### src/rtl/dramp_pkg.sv
// ----------------------------------------------------------------------------
// dramp_pkg
// shared widths, constants and sequencer codes of the duty ramp generator
// ----------------------------------------------------------------------------
package dramp_pkg;

   localparam int DutyW    = 16;
   localparam int RampDiv  = 20;
   localparam int WideW    = DutyW + 1;

   // x / 20 as (x * 52429) >> 20, exact for any 16-bit x
   localparam int RampRecip = 52429;
   localparam int RampShift = 20;

   localparam int StateW   = 3;

   typedef logic [DutyW-1:0]  duty_type;
   typedef logic [WideW-1:0]  wide_type;
   typedef logic [StateW-1:0] state_type;

   localparam state_type StIdle  = 3'd0;
   localparam state_type StMag   = 3'd1;
   localparam state_type StDiv   = 3'd2;
   localparam state_type StStep  = 3'd3;
   localparam state_type StFinal = 3'd4;

endpackage

### src/rtl/duty_ramp_generator_top.sv
// ----------------------------------------------------------------------------
// duty_ramp_generator_top
// pwm duty slew ramp: walks from the current duty to each new target
// ----------------------------------------------------------------------------
// sequence: a target is taken in idle, then its magnitude and direction are
//   found; a small change (under 20) goes straight to the last word, while a
//   ramp first divides by 20 as one reciprocal multiply, then gives one word
//   per cycle while the receiver takes them, then the last word at the target
// ready only when idle, so a new target waits until the last word is issued
// reset: synchronous, clears the current duty to zero and drops the output valid
module duty_ramp_generator_top (
   input  logic                       clock,
   input  logic                       reset,
   input  logic                       req_tvalid,
   output logic                       req_tready,
   input  logic [dramp_pkg::DutyW-1:0] req_tdata,   // [15:0] target_duty
   output logic                       rsp_tvalid,
   input  logic                       rsp_tready,
   output logic [dramp_pkg::DutyW-1:0] rsp_tdata,   // [15:0] duty_value
   output logic                       rsp_tlast
);
   import dramp_pkg::*;

   state_type           state_ff, state_in;
   duty_type            cur_duty_ff, cur_duty_in;
   duty_type            target_ff, target_in;
   duty_type            mag_ff, mag_in;
   duty_type            step_ff, step_in;
   logic                up_ff, up_in;
   wide_type            cur_ff, cur_in;
   wide_type            walked_ff, walked_in;
   logic                rsp_tvalid_ff, rsp_tvalid_in;
   duty_type            rsp_tdata_ff, rsp_tdata_in;
   logic                rsp_tlast_ff, rsp_tlast_in;

   logic                slot_free;
   logic [2*DutyW-1:0]  recip_prod;
   wide_type            up_sum;
   wide_type            dn_diff;
   wide_type            next_cur;

   assign slot_free = !rsp_tvalid_ff || rsp_tready;

   // divide by 20 through the reciprocal
   assign recip_prod = mag_ff * DutyW'(RampRecip);

   assign up_sum  = cur_ff + {1'b0, step_ff};
   assign dn_diff = cur_ff - {1'b0, step_ff};

   always_comb begin
      if (up_ff) begin
         next_cur = (up_sum > {1'b0, target_ff}) ? {1'b0, target_ff} : up_sum;
      end else begin
         if (dn_diff[DutyW] || (dn_diff[DutyW-1:0] < target_ff)) begin
            next_cur = {1'b0, target_ff};
         end else begin
            next_cur = dn_diff;
         end
      end
   end

   always_comb begin
      state_in      = state_ff;
      cur_duty_in   = cur_duty_ff;
      target_in     = target_ff;
      mag_in        = mag_ff;
      step_in       = step_ff;
      up_in         = up_ff;
      cur_in        = cur_ff;
      walked_in     = walked_ff;
      rsp_tvalid_in = rsp_tvalid_ff && !rsp_tready;
      rsp_tdata_in  = rsp_tdata_ff;
      rsp_tlast_in  = rsp_tlast_ff;

      case (state_ff)
         StIdle: begin
            if (req_tvalid) begin
               target_in = req_tdata;
               state_in  = StMag;
            end
         end
         StMag: begin
            up_in   = target_ff > cur_duty_ff;
            mag_in  = (target_ff > cur_duty_ff) ? target_ff - cur_duty_ff
                                                : cur_duty_ff - target_ff;
            cur_in  = {1'b0, cur_duty_ff};
            step_in = '0;
            if (mag_in < DutyW'(RampDiv)) begin
               state_in = StFinal;
            end else begin
               state_in = StDiv;
            end
         end
         StDiv: begin
            step_in   = DutyW'(recip_prod >> RampShift);
            walked_in = '0;
            state_in  = StStep;
         end
         StStep: begin
            if (slot_free) begin
               if (walked_ff < {1'b0, mag_ff}) begin
                  cur_in        = next_cur;
                  walked_in     = walked_ff + {1'b0, step_ff};
                  rsp_tvalid_in = 1'b1;
                  rsp_tdata_in  = next_cur[DutyW-1:0];
                  rsp_tlast_in  = 1'b0;
               end else begin
                  state_in = StFinal;
               end
            end
         end
         StFinal: begin
            if (slot_free) begin
               rsp_tvalid_in = 1'b1;
               rsp_tdata_in  = target_ff;
               rsp_tlast_in  = 1'b1;
               cur_duty_in   = target_ff;
               state_in      = StIdle;
            end
         end
         default: begin
            state_in = StIdle;
         end
      endcase
   end

   always_ff @(posedge clock) begin
      if (reset) begin
         state_ff      <= StIdle;
         cur_duty_ff   <= '0;
         rsp_tvalid_ff <= 1'b0;
      end else begin
         state_ff      <= state_in;
         cur_duty_ff   <= cur_duty_in;
         rsp_tvalid_ff <= rsp_tvalid_in;
      end
   end

   always_ff @(posedge clock) begin
      target_ff    <= target_in;
      mag_ff       <= mag_in;
      step_ff      <= step_in;
      up_ff        <= up_in;
      cur_ff       <= cur_in;
      walked_ff    <= walked_in;
      rsp_tdata_ff <= rsp_tdata_in;
      rsp_tlast_ff <= rsp_tlast_in;
   end

   assign req_tready = (state_ff == StIdle);
   assign rsp_tvalid = rsp_tvalid_ff;
   assign rsp_tdata  = rsp_tdata_ff;
   assign rsp_tlast  = rsp_tlast_ff;

   a_last_is_duty: assert property (@(posedge clock) disable iff (reset)
      (rsp_tvalid_ff && rsp_tlast_ff) |-> (rsp_tdata_ff == cur_duty_ff))
      else $error("last word differs from current duty");

   a_step_nonzero: assert property (@(posedge clock) disable iff (reset)
      (state_ff == StStep) |-> (step_ff != '0))
      else $error("ramp step is zero");

   a_accept_seq: assert property (@(posedge clock) disable iff (reset)
      (req_tvalid && req_tready) |=> (state_ff == StMag))
      else $error("accepted word did not start the sequencer");

endmodule
### config.mk
export PLATFORM = sky130hd
export DESIGN_NAME = duty_ramp_generator_top
export DESIGN_NICKNAME = d
export VERILOG_FILES = /design/src/rtl/dramp_pkg.sv /design/src/rtl/duty_ramp_generator_top.sv
export SDC_FILE = /design/constraint.sdc
export NUM_CORES = 1
export LEC_CHECK = 0
export BUFFER_PORTS_ARGS = -buffer_cell sky130_fd_sc_hd__clkbuf_2
export CORE_ASPECT_RATIO = 0.6
export CORE_MARGIN = 2
export CORE_UTILIZATION = 50
export CTS_BUF_LIST = sky130_fd_sc_hd__clkbuf_16
export CTS_CLUSTER_DIAMETER = 30
export DETAILED_ROUTE_END_ITERATION = 10
export GPL_ROUTABILITY_DRIVEN = 0
export PLACE_DENSITY = 0.72
export SLEW_MARGIN = 20
export SYNTH_ARGS = -nofsm -noshare
export SYNTH_HDL_FRONTEND = slang
export SYNTH_SLANG_ARGS = --single-unit
### constraint.sdc
create_clock -name clock -period 6.4 [get_ports clock]
set_input_delay 0.96 -clock clock [delete_from_list [all_inputs] [get_ports clock]]
set_output_delay 0.96 -clock clock [all_outputs]
set_load 0.02 [all_outputs]
# Yosys cells after proc, flatten, opt, wreduce, memory -nomap -nowiden

Index checks and enable logic that the tools add are counted.

Add/subtract/negate cells: 5
$mul: 1
Magnitude comparators: 5
Equality and inequality tests: 9
Multiplexer cells: 29
Reduce and logical (&&, ||, !) cells: 16

Operators by type and width:

| operator                                                               | number |
|---|---|
| 17-bit 2-to-1 mux                                                      | 7 |
| 17-bit case mux with 2 select lines                                    | 2 |
| 16-bit 2-to-1 mux                                                      | 4 |
| 16-bit case mux with 2 select lines                                    | 2 |
| 17-bit by 16-bit adder with 17-bit output                              | 2 |
| 16-bit by 16-bit multiplier with 32-bit output (second input constant) | 1 |
| 16-bit subtractor                                                      | 2 |
| 17-bit by 16-bit > comparator with 1-bit output                        | 1 |
| 17-bit by 16-bit < comparator with 1-bit output                        | 1 |
| 17-bit by 16-bit subtractor with 17-bit output                         | 1 |
| 16-bit > comparator                                                    | 1 |
| 16-bit < comparator                                                    | 1 |
| 16-bit by 5-bit < comparator with 1-bit output (second input constant) | 1 |
| 3-bit 2-to-1 mux                                                       | 5 |
| 3-bit case mux with 5 select lines                                     | 1 |
| 2-bit inequality test (second input constant)                          | 5 |
| 4-bit AND reduction                                                    | 2 |
| 2-bit nonzero test                                                     | 4 |
| 3-bit by 2-bit equality test with 1-bit output (second input constant) | 2 |
| 1-bit 2-to-1 mux                                                       | 6 |
| 3-bit AND reduction                                                    | 2 |
| 1-bit case mux with 2 select lines                                     | 2 |
| 2-bit AND reduction                                                    | 2 |
| 3-bit by 1-bit equality test with 1-bit output (second input constant) | 1 |
| other kinds (5)                                                        | 7 |

Register bits after elaboration: 120
Input bits: 20
Word-level logic and storage cells: 76

# Logic depth before layout (Yosys ltp)

Depth after elaboration: 8
Mapped depth: 23

# Least setup slack after synthesis

Ideal clock, no wire load.

Path type: reg2reg
Start: register mag_ff[6]
End: register step_ff[11] (data pin)
Library setup time: 0.257 ns
Arrival: 5.582 ns
Path slack: 0.561 ns
Cell stages (with the launch flop): 22
Path through: edfxtp_1 ha_1 inv_1 fa_1 inv_1 fa_1 fa_1 fa_1 inv_1 fa_1 inv_1 ha_1 a211oi_1 nand2_1 a311oi_1 o21ai_0 a311o_1 a31oi_1 o2111ai_1 a21oi_1 xnor2_1 nor2_1

Word-level cells in the longest chain between the ends: 2

RTL lines:

| what                                           | line                           | source |
|---|---|---|
| from (decl)                                    | duty_ramp_generator_top.sv:27  | `duty_type mag_ff, mag_in;` |
| from (signal assigned)                         | duty_ramp_generator_top.sv:141 | `mag_ff <= mag_in;` |
| 16-bit by 16-bit multiplier with 32-bit output | duty_ramp_generator_top.sv:45  | `assign recip_prod = mag_ff * DutyW'(RampRecip);` |
| 16-bit case mux with 2 select lines            | duty_ramp_generator_top.sv:75  | `case (state_ff)` |
| to (signal assigned)                           | duty_ramp_generator_top.sv:142 | `step_ff <= step_in;` |
| to (decl)                                      | duty_ramp_generator_top.sv:28  | `duty_type step_ff, step_in;` |

No other way between the ends. The select of a mux whose other input is x is not followed.
A chain may end at the register's enable or synchronous reset.

# Worst setup path in the final report

Start: register mag_ff[2]
End: register step_ff[8] (data pin)

Same word-level chain as after synthesis.

==> flow_metrics.py <==
metrics = {
    "cells_and_area": {
        "layout.cells.non_filler": 1830,
        "final_cell_mix": "inv_1, ha_1, edfxtp_1",
        "areaGrowthSynthToFinish_pct": 10.30,
        "layout-drive-gt1-share": 0.08027,
        "design_area_sq_um": 14670,
        "diodes": 0,
        "layout.nets": 1805,
        "final_common_cell": "inv_1",
    },
    "min_path": {
        "whs_endpoint": "cur_duty_ff[4]",
        "hold_depth": 2,
        "holdCritPathClass": "register to register",
        "hold_start": "cur_duty_ff[4]",
    },
    "route": {
        "dr_total_vias": 10740,
        "wl_per_cell_um": 20.85,
        "final_antenna_net_count": 0,
        "drc": 0,
        "post_drt_via_cell_ratio": 5.869,
        "routed_wl_um": 38150,
        "drtIter0Drc": 1429,
        "drt_pass1_iterations": 6,
    },
    "critical_path": {
        "rr_startpoint": "mag_ff[2]",
        "worstRegToRegCells": 22,
        "cp_top_family": "adder cells",
        "path_max_fanout": 4,
        "slowest_delay_ns": 0.55,
        "startpoint_type": "register",
        "critPathBufInv": 6,
        "cp_cell_sequence": "ha_4, inv_1, fa_1, inv_1, fa_1, fa_1, fa_1, inv_1, fa_1, inv_1, ha_1, a211oi_1, nand2_1, a311oi_2, o21ai_2, a311o_1, a31oi_2, buf_4, inv_1, a21oi_1, xor2_1, nor2_1",
        "cp.required_ns": 6.55,
        "r2r_slack_ns": 0.23,
        "end_kind": "register",
        "worstSetupPathType": "register to register",
        "arrival_ns": 6.32,
        "slowest_stage": "fa_1",
        "r2r-end": "step_ff[8]",
    },
    "clocking": {
        "clk_pin_slew_ns": 0.06,
        "cts_made_buffers": 17,
        "cts_root_buf": "clkbuf_16",
        "hold_buffers": 0,
        "cts_tree": "built",
        "clock-sinks": 116,
        "cts_buffer_depth": 2,
        "cts-htree-levels": 4,
        "insertion_delay_ns": 0.42,
    },
    "die": {
        "die_x_um": 214.5,
        "die-height_um": 130.3,
        "pin_count": 39,
        "fp-row-count": 46,
        "core-area_sq_um": 26300,
        "die_area_sq_um": 27960,
        "initial_core_util": 0.5056,
    },
    "global_route": {
        "grt_max_degree": 26,
        "gr-total-overflow": 0,
        "antenna_found_initial": 0,
        "grt_pass1_wl_um": 58750,
        "grt_use_total": 0.2795,
        "grt_pass1_vias": 10130,
    },
    "outcome": {
        "status": "complete, no violations",
    },
    "synthesis": {
        "syn_nets": 1756,
        "syn_area_sq_um": 13300,
        "ys.warnings.count": 0,
        "synth-compound-area-share": 0.1493,
        "synthXorXnorAreaFrac": 0.04676,
        "synth_ff_type": "edfxtp_1",
        "muxShareOfSynthArea": 0.008373,
        "syn_inst": 1408,
        "yosys.area_share.simple": 0.1095,
        "ys_seq_area_frac": 0.2469,
        "synth.distinct_cells": 77,
        "syn_area_per_cell_sq_um": 9.445,
        "synthArstFlopShare": 0,
        "synth_enable_flop_cells": 96,
        "ys_ff_latch": 116,
        "synth_top_family_by_area": "adder cells",
        "synthAdderAreaFrac": 0.3560,
    },
    "place": {
        "portBuffers": 38,
        "dpl_cell_area_sq_um": 13970,
        "dpl.cell_count": 1796,
        "place_hpwl_um": 31250,
    },
    "sta": {
        "hold_viol_final": 0,
        "finalSetupViolCount": 0,
        "slew_viol_final": 0,
        "skew_ns": 0.01242,
        "min_period_over_period": 0.9633,
        "relSlewSlack": 0.2536,
        "tightestPinTransition_ns": 1.116,
        "min_period_ns": 6.165,
        "timing.fmax_mhz": 162.2,
        "fin_hold_ws_ns": 0.4821,
    },
    "pwr": {
        "p_per_area_nw_per_um2": 579.2,
        "vdd_drop_max_v": 0.0005694,
        "leakagePower_nw": 6.975,
        "total_power_mw": 8.496,
    },
    "run": {
        "cap_violations": 0,
    },
}
==> cell type report <==
class / count / area [sq um]
inverters: 253 / 954.7
repair buffers: 63 / 377.9
clock buffers: 20 / 500.5
multi-input cells: 1006 / 8966
well taps: 360 / 450.4
clock inverters: 12 / 136.4
fillers: 2278 / 11630
flip-flops and latches: 116 / 3283
==> cells in the mapped netlist, drive strengths merged, types with 5 or more instances <==
cell       n  share of area
xnor2     37          0.024
and4       5         0.0033
a22o      11         0.0072
a21o      28          0.016
clkbuf    21         0.0059
mux2i     10         0.0075
and2       6         0.0028
and3      14         0.0066
buf       12         0.0052
nor3b      5         0.0028
or3        6         0.0028
nor2b     18         0.0085
o21a      13         0.0073
a22oi      5         0.0028
a21boi     5         0.0028
fa        84           0.13
o2111ai    6         0.0040
ha       244           0.23
nand2b    14         0.0066
dfxtp     20          0.030
nor3      23         0.0087
a211oi    15         0.0085
o21ai     50          0.019
inv      253          0.072
nand2     85          0.024
a21oi     91          0.034
o21bai    10         0.0056
o22ai      5         0.0028
xor2      34          0.022
o211ai     9         0.0051
nor2      79          0.022
edfxtp    96           0.22
nand3     15         0.0056
nand4     12         0.0056
a31oi      9         0.0047
==> per-stage QoR <==
step                setup WS [ns]    util  TNS [ns]
global placement           0.2195  0.5312         0
floorplan                  0.5605       -         0
CTS                       0.05095  0.5554         0
finish                     0.2346  0.5577         0
global route             -0.02634  0.5577  -0.04298
detailed placement        0.09426  0.5312         0
==> logic make-up after synthesis <==
family          count (synthesis)
compound gates                298
fa+ha+maj                     328
flops                         116
other cells                     1
buf+inv                       286
simple gates                  297
mux                            11
xor+xnor                       71
==> per-layer routing <==
metal	up-vias	share of wire	GRT usage
met5	-	0	0
met4	0	0.0091	0.04126
met3	39	0.15	0.1294
met2	535	0.37	0.3547
met1	5209	0.48	0.4277
li1	4957	-	-
==> report_power, final <==
part	switching (mW)	internal [mW]	total, mW
sequential	0.115	0.952	1.07
clock	0.392	0.648	1.04
combinational	3.74	2.65	6.39
==> registers in the layout, indices dropped and copies added (netlist names), 3 cells and up <==
signal       count
cur_ff          17
walked_ff       17
cur_duty_ff     16
mag_ff          16
rsp_tdata       16
target_ff       16
step_ff         12
state_ff         3
==> worst register-to-register path: stages (launching register included) <==
cell,delay [ns]
edfxtp_1,0.47
ha_4,0.33
inv_1,0.06
fa_1,0.50
inv_1,0.06
fa_1,0.55
fa_1,0.44
fa_1,0.54
inv_1,0.05
fa_1,0.53
inv_1,0.05
ha_1,0.22
a211oi_1,0.23
nand2_1,0.15
a311oi_2,0.24
o21ai_2,0.16
a311o_1,0.46
a31oi_2,0.29
buf_4,0.17
inv_1,0.03
a21oi_1,0.16
xor2_1,0.16
nor2_1,0.05
==> worst max-delay path by stage <==
stage	startpoint	to	slack, ns	cells past startpoint
after CTS	mag_ff[2]	step_ff[11]	0.05	21
after global routing	mag_ff[2]	step_ff[8]	-0.03	22
after floorplan	mag_ff[6]	step_ff[11]	0.56	21
final	mag_ff[2]	step_ff[8]	0.23	22
after detailed placement	mag_ff[2]	step_ff[11]	0.09	21
after global placement	mag_ff[2]	step_ff[11]	0.22	21
==> what timing repair did <==
item / in CTS / in global routing
resized for setup: 0 / 9
setup buffers: 0 / 2
hold endpoints to repair: 0 / 0
setup endpoints to repair: 0 / 8
Power figures use the tool's default switching activity.
